### src/hdl/assert_macros.svh
// Assertion macros used by the top-level RTL file.
`ifndef ASSERT_MACROS_SVH
`define ASSERT_MACROS_SVH
`ifndef NO_ASSERTIONS
`define ASSERT_IMPL(lbl, clk, rstn, prop) \
    lbl: assert property (@(posedge clk) disable iff (!rstn) prop) else $error("assertion failed");
`define ASSERT_NEXT(lbl, clk, rstn, a, b) \
    lbl: assert property (@(posedge clk) disable iff (!rstn) (a) |=> (b)) else $error("assertion failed");
`else
`define ASSERT_IMPL(lbl, clk, rstn, prop)
`define ASSERT_NEXT(lbl, clk, rstn, a, b)
`endif
`endif

### src/hdl/ppte_pkg.sv
// Shared types and constants of the trajectory evaluator.
package ppte_pkg;
    localparam int MAX_SEGMENTS_DEF = 16;
    localparam int POLY_TERMS_DEF = 6;
    localparam int AXES = 3;
    localparam logic [1:0] CMD_LOAD_COEF = 2'd0;
    localparam logic [1:0] CMD_LOAD_DUR = 2'd1;
    localparam logic [1:0] CMD_EVAL = 2'd2;
    localparam logic [1:0] DERIV_ACC = 2'd2;
    localparam logic REG_SEGS = 1'b0;
    localparam logic REG_TOL = 1'b1;

    typedef enum logic [2:0] {
        ST_IDLE, ST_WALK_RD, ST_WALK, ST_MUL, ST_ACC, ST_DONE
    } ppte_state_t;

    // controller to datapath
    typedef struct packed {
        logic start;      // latch request
        logic walk_rd;    // read duration of current segment
        logic walk_step;  // compare/advance on read duration
        logic mul_rd;     // read coefficient and multiply
        logic acc;        // shift, add, saturate
        logic out_load;   // move result to output register
    } ppte_cmd_t;

    // datapath to controller
    typedef struct packed {
        logic walk_done;
        logic last_term;
        logic last_axis;
    } ppte_stat_t;
endpackage

### src/hdl/ppte_ctrl.sv
// Controller state machine of the trajectory evaluator.
module ppte_ctrl (
    input  logic              aclk,
    input  logic              aresetn,
    input  logic              req_go,
    input  ppte_pkg::ppte_stat_t stat,
    input  logic              out_free,
    output ppte_pkg::ppte_cmd_t  cmd,
    output logic              busy
);
    import ppte_pkg::*;

    ppte_state_t state_reg, state_next;

    // hold state
    always_ff @(posedge aclk) begin
        if (!aresetn) begin
            state_reg <= ST_IDLE;
        end else begin
            state_reg <= state_next;
        end
    end

    // sequence walk, then terms and axes
    always_comb begin
        state_next = state_reg;
        cmd = '0;
        busy = (state_reg != ST_IDLE);
        case (state_reg)
            ST_IDLE: begin
                if (req_go) begin
                    cmd.start = 1'b1;
                    state_next = ST_WALK_RD;
                end
            end
            ST_WALK_RD: begin
                cmd.walk_rd = 1'b1;
                state_next = ST_WALK;
            end
            ST_WALK: begin
                cmd.walk_step = 1'b1;
                state_next = stat.walk_done ? ST_MUL : ST_WALK_RD;
            end
            ST_MUL: begin
                cmd.mul_rd = 1'b1;
                state_next = ST_ACC;
            end
            ST_ACC: begin
                cmd.acc = 1'b1;
                state_next = (stat.last_term && stat.last_axis) ? ST_DONE : ST_MUL;
            end
            ST_DONE: begin
                if (out_free) begin
                    cmd.out_load = 1'b1;
                    state_next = ST_IDLE;
                end
            end
            default: state_next = ST_IDLE;
        endcase
    end
endmodule

### config.mk
export PLATFORM = sky130hd
export DESIGN_NAME = ppte_ctrl
export DESIGN_NICKNAME = d
export VERILOG_FILES = /design/src/hdl/assert_macros.svh /design/src/hdl/ppte_pkg.sv /design/src/hdl/ppte_ctrl.sv
export SDC_FILE = /design/constraint.sdc
export NUM_CORES = 1
export LEC_CHECK = 0
export BUFFER_PORTS_ARGS = -buffer_cell sky130_fd_sc_hd__buf_2
export CAP_MARGIN = 20
export CORE_AREA = 2 2 39 41
export DETAILED_ROUTE_END_ITERATION = 8
export DIE_AREA = 0 0 41 43
export SKIP_CTS_REPAIR_TIMING = 1
export SYNTH_ARGS = -nofsm -noshare
export SYNTH_HDL_FRONTEND = slang
export SYNTH_SLANG_ARGS = --single-unit
### constraint.sdc
create_clock -name aclk -period 1.9 [get_ports aclk]
set_input_delay 0.095 -clock aclk [delete_from_list [all_inputs] [get_ports aclk]]
set_output_delay 0.095 -clock aclk [all_outputs]
set_load 0.03 [all_outputs]
======== Word level (Yosys, flattened, before mapping) ========
Cells that the tools add are included.
storage, ports and cells
  register bits after elaboration ......... 3
  bits of input ports ..................... 7
  output and inout bits ................... 7
  logic and storage cells ................. 25
operators by class
  equal/unequal tests ..................... 7
  muxes and demuxes ....................... 13
  reduce and logical (&&, ||, !) cells .... 4
operator list
  kind                  count
  $pmux W3 S6           1
  $mux W3               3
  $mux W1               8
  $eq A3 B2 Y1 const B  2
  $eq A3 B3 Y1 const B  2
  $ne A2 B2 Y1 const B  2
  $eq A3 B1 Y1 const B  1
  $logic_not A3 Y1      1
  $reduce_bool A3 Y1    1
  $mux W2               1
  $reduce_and A2 Y1     1
  $logic_and A1 B1 Y1   1

======== Logic depth before layout (Yosys ltp) ========
Gate-level depths: netlist of the first run.
  word-level depth ........................ 3
  gate-level depth with buffers ........... 4
  mapped depth without buffers ............ 3

======== Least setup slack after synthesis of the first run ========
OpenSTA, ideal clock, no wires.
  path type ............................... register -> output
  start ................................... register state_reg[1]
  end ..................................... output cmd[5] (netlist name)
  data arrival time ....................... 1.267 ns
  required time ........................... 1.805 ns
  path slack .............................. 0.538 ns
  stages on the path, launching flop included .. 4
  path buffers ............................ 1
  cells stage by stage .................... dfxtp_1 > buf_6 > or3_4 > nor2_1
RTL lines
  item                    RTL line         text
  from (decl)             ppte_ctrl.sv:13  ppte_state_t state_reg, state_next;
  from (signal assigned)  ppte_ctrl.sv:20  state_reg <= state_next;
  to (decl)               ppte_ctrl.sv:8   output ppte_pkg::ppte_cmd_t cmd,

==> flow_summary.yaml, run 1 <==
routing:
  drtPass1Iterations: 1
  wl_microns: 514
  post_drt_via_cell_ratio: 4.05
  dr_total_vias: 239
  wire_per_inst_microns: 8.71
  drc: 0
  ant_nets: 0
  drt_iter0_drc: 0
synthesis:
  yosysWarnings: 0
  synth_cell_types: 17
  yosysSeqAreaShare_pct: 26.4
  synth_top_area_cell: "dfxtp_1"
  avgSynthCellArea_sq_um: 8.13
  synth_fp_nets: 35
  synthTopCellsByArea: "dfxtp_1, nor3b_2, a211oi_1"
  netlist.area_leader.share_pct: 26.4
  synth_seq_cells: 3
  syn_area_sq_um: 228
  syn_inst: 28
cts:
  cts_tree: "built"
  insertion_delay_ns: 0.23
  cts-buffers-inserted: 3
  h-tree-depth: 1
  clockRootBuffer: "clkbuf_4"
  cts_max_path_buffers: 2
  cts_sinks: 3
  path_clk_slew_ns: 0.04
place:
  gp_congestion: 0.736
  io_buffers: 13
sta:
  slew_headroom_pct: 78.8
  tightest_slew_ns: 0.317
  period_minus_slack_ns: 1.40
  rsz0062_at_grt: "no"
  fmax_mhz: 712
  slew_viol_final: 0
  hold_viol: 0
  clock_skew_ns: 0.00456
  finalSetupViolations: 0
  post-route-period-util_pct: 73.9
  finalSetupTns_ns: 0
setup_path:
  cp_max_fo: 9
  crit_family: "flip-flops"
  worst_setup_path_start_kind: "flop"
  crit_required_ns: 1.80
  cp-end-kind: "primary output"
  crit_chain: "nor2b_1, and2_1, buf_2"
  critPathKind: "reg -> out"
  worst_ep_arrival_time_ns: 1.31
  cp_slowest_cell: "dfxtp_1"
  path_buf_inv: 1
  cpPeakStageDelay_ns: 0.49
global_routing:
  antenna_found_initial: 0
  grt_usage_pct: 7.92
  grt_first_pass_wirelength_microns: 855
  overflow: 0
  grt_pass1_vias: 239
  grt_max_degree: 11
power:
  p_leak_nw: 0.151
  p_int_mw: 0.170
  pwr-share-seq_pct: 30.4
  combPwrFrac_pct: 23.6
  peakVddDrop_v: 0.000173
  p_switching_mw: 0.0766
  p_sw_share_pct: 31.1
  power.density_mw_per_mm2: 769
  pwr-share-clk_pct: 46.0
floorplan:
  core_area_sq_mm: 0.00138
  die_area_sq_mm: 0.00176
  floorplan.rows: 14
  die_y_microns: 43
  start_util_pct: 16.5
  dieWidth_microns: 41
  io_pins: 14
flow_run:
  maxCapViolations: 0
layout:
  drive_gt1_share_pct: 44.2
  largest_reg_flops: 3
  final_nets: 51
  syn2layout_area_growth_pct: 40.7
  layout_commonest_cell: "buf_2"
  fin_util_pct: 23.1
  num_antenna_cells: 0
  n_fill_cell: 145
  mostFrequentLayoutCells: "buf_2, clkbuf_4, dfxtp_1"
run_status:
  outcome: "completed"
hold_path:
  hold_path.class: "in -> reg"
## cell usage after synthesis (all sizes together)
master / instances
nor3b: 3
a21boi: 2
dfxtp: 3
nand2: 2
nor3: 2
nor2b: 2
o21ai: 2
or3: 1
inv: 2
nor2: 1
a31oi: 1
and2: 2
a211oi: 2
nand3: 1
buf: 2
## routing by layer
| layer | GRT usage (%) | vias to the layer above | wire (microns) | part of all wire (%) |
|---|---|---|---|---|
| li1 | - | 127 | - | - |
| met1 | 8.33 | 103 | 213 | 41 |
| met2 | 10.0 | 9 | 271 | 53 |
| met3 | 1.57 | 0 | 29 | 5.6 |
| met4 | 12.0 | 0 | 0 | 0 |
| met5 | 0 | - | 0 | 0 |
## cells by family after synthesis
| logic type | count (synthesis) | synth area share (%) |
|---|---|---|
| simple gates | 14 | 41.8 |
| compound gates | 7 | 20.3 |
| flops | 3 | 26.4 |
| buf+inv | 4 | 11.5 |
## worst paths after layout
| path | from | end | slack [ns] | depth (start not counted) |
|---|---|---|---|---|
| hold / removal | aresetn | state_reg[1]$_SDFFE_PN0P_ | 0.13 | 2 |
| setup reg to reg | state_reg[1]$_SDFFE_PN0P_ | state_reg[2]$_SDFFE_PN0P_ | 0.81 | 3 |
| hold reg to reg | state_reg[2]$_SDFFE_PN0P_ | state_reg[1]$_SDFFE_PN0P_ | 0.59 | 2 |
| setup / recovery | state_reg[1]$_SDFFE_PN0P_ | cmd[2] | 0.50 | 3 |
## power by group through the flow
stage	Clock, mW	Sequential, mW	Combinational [mW]
2_1_floorplan	0	0.0709	0.0483
3_5_place_dp	0	0.0762	0.0590
5_1_grt	0.122	0.0761	0.0654
3_3_place_gp	0	0.0760	0.0587
4_1_cts	0.118	0.0751	0.0591
6_report	0.113	0.0750	0.0581
## worst register-to-register path: stages (launching register included)
cell      delay [ns]
dfxtp_1         0.49
nor2b_1         0.25
o21ai_0         0.13
a21boi_1        0.13
## layout make-up
| cell class | count | area (sq um) | share of cell area [%] |
|---|---|---|---|
| timing repair buffer | 13 | 65.1 | 20.3 |
| multi-input combinational | 21 | 141 | 44.1 |
| sequential | 3 | 60.1 | 18.8 |
| clock buffer | 4 | 26.3 | 8.20 |
| tap | 16 | 20.0 | 6.25 |
| inverter | 2 | 7.51 | 2.34 |
## per-stage QoR
step                      setup WS (ns)  power [mW]  area, sq um  cells  hold slack (ns)
after global routing              0.342       0.263          320     59            0.144
final                             0.496       0.246          320     59            0.127
after CTS                         0.482       0.252          320     59            0.124
after floorplan                   0.538       0.119          228     28            0.239
after global placement            0.753       0.135          294     55            0.365
after detailed placement          0.735       0.135          294     55            0.370
(Power assumes the default switching activity.)
==> inputs of run 2 (changes only) <==
clock period = 1.2 ns   (was 1.9 ns; I/O delays follow)
==> flow_summary.yaml, run 2 (synthesis results as in run 1) <==
run_status:
  outcome: "complete, but fails checks"
  violations: "negative setup slack"
layout:
  largest_reg_flops: 3
  n_fill_cell: 158
  mostFrequentLayoutCells: "buf_2, buf_4, clkbuf_4"
  fin_area_sq_um: 387
  drive_gt1_share_pct: 60.0
  final_nets: 53
  layout_commonest_cell: "buf_2"
  num_antenna_cells: 0
  syn2layout_area_growth_pct: 69.8
  final_cells: 61
sta:
  slew_headroom_pct: 84.2
  clock_skew_ns: 0.00321
  fmax_mhz: 793
  finalSetupViolations: 2
  hold_viol: 0
  setup_ws_ns: -0.0611
  slew_viol_final: 0
  post-route-period-util_pct: 105
  period_minus_slack_ns: 1.26
  finalSetupTns_ns: -0.0929
  tightest_slew_ns: 0.235
  rsz0062_at_grt: "yes"
setup_path:
  rrSetupSlack_ns: 0.23
  critPathKind: "reg -> out"
  crit_required_ns: 1.14
  cp_max_fo: 7
  regToRegEndpoint: "state_reg[1]$_SDFFE_PN0P_"
  rr_worst_depth: 4
  worst_ep_arrival_time_ns: 1.20
  r2r_start: "state_reg[1]$_SDFFE_PN0P_"
  cp-end-kind: "primary output"
  worst_setup_path_start_kind: "flop"
floorplan:
  start_util_pct: 16.5
  dieWidth_microns: 41
  floorplan.rows: 14
  die_area_sq_mm: 0.00176
  die_y_microns: 43
  core_area_sq_mm: 0.00138
  io_pins: 14
global_routing:
  grt_first_pass_wirelength_microns: 793
  overflow: 0
  grt_max_degree: 11
  grt_pass1_vias: 220
  antenna_found_initial: 0
  grt_usage_pct: 6.91
cts:
  path_clk_slew_ns: 0.04
  clockRootBuffer: "clkbuf_4"
  cts_tree: "built"
  cts_sinks: 3
  insertion_delay_ns: 0.24
  h-tree-depth: 1
  cts-buffers-inserted: 3
  cts_max_path_buffers: 2
flow_run:
  maxCapViolations: 0
power:
  peakVddDrop_v: 0.000311
  p_leak_nw: 0.167
  power.density_mw_per_mm2: 1100
routing:
  post_drt_via_cell_ratio: 4.11
  wl_microns: 625
  ant_nets: 0
  wire_per_inst_microns: 10.2
  drc: 0
  dr_total_vias: 251
  drt_iter0_drc: 1
  drtPass1Iterations: 3
hold_path:
  whs_endpoint: "state_reg[0]$_SDFFE_PN0P_"
  min_delay_path_depth: 3
  hold_path.class: "in -> reg"
  min_from: "aresetn"
place:
  dp_hpwl_microns: 411
  gp_congestion: 0.803
  placed_cell_area_sq_um: 323
  place_inst: 57
  io_buffers: 13
run 2: worst max-delay path, cell delays in order, from the launching register on:
cell	delay [ns]
dfxtp_4	0.36
or3_4	0.38
nor2_4	0.09
buf_6	0.13
run 2: routing by layer:
layer  up-vias  GRT usage, %  wire length, microns
met2         9          9.06                   322
met5         -             0                     0
met4         0          10.0                     0
met3         0             0                    41
met1       108          7.99                   261
li1        134             -                     -
run 2: worst max path at each step:
stage	from	end
final	state_reg[0]$_SDFFE_PN0P_	cmd[5]
after global routing	state_reg[0]$_SDFFE_PN0P_	cmd[5]
after floorplan	state_reg[1]$_SDFFE_PN0P_	cmd[5]
after global placement	state_reg[0]$_SDFFE_PN0P_	cmd[5]
after detailed placement	state_reg[0]$_SDFFE_PN0P_	cmd[5]
after CTS	state_reg[0]$_SDFFE_PN0P_	cmd[5]
run 2: report_power, final:
group          switching [mW]  internal, mW
Clock                  0.0621         0.125
Sequential             0.0111         0.105
Combinational          0.0674        0.0564
Total                   0.141         0.286
run 2: area by class of cell:
class                   instances  area (sq um)  share of cell area [%]
clock buffers                   4          26.3                    6.80
inverters                       2          7.51                    1.94
multi-input cells              21           168                    43.4
flip-flops and latches          3          68.8                    17.8
well taps                      16          20.0                    5.18
repair buffers                 15          96.3                    24.9
run 2: through the flow:
step | total power, mW | util, % | setup WS, ns | hold WS [ns]
after floorplan | 0.194 | - | 0.00265 | 0.204
after global placement | 0.226 | 23.3 | 0.118 | 0.332
after detailed placement | 0.226 | 23.3 | 0.103 | 0.338
after CTS | 0.420 | 25.2 | -0.158 | 0.0882
after global routing | 0.449 | 27.9 | -0.0875 | 0.107
final | 0.427 | 27.9 | -0.0611 | 0.0796
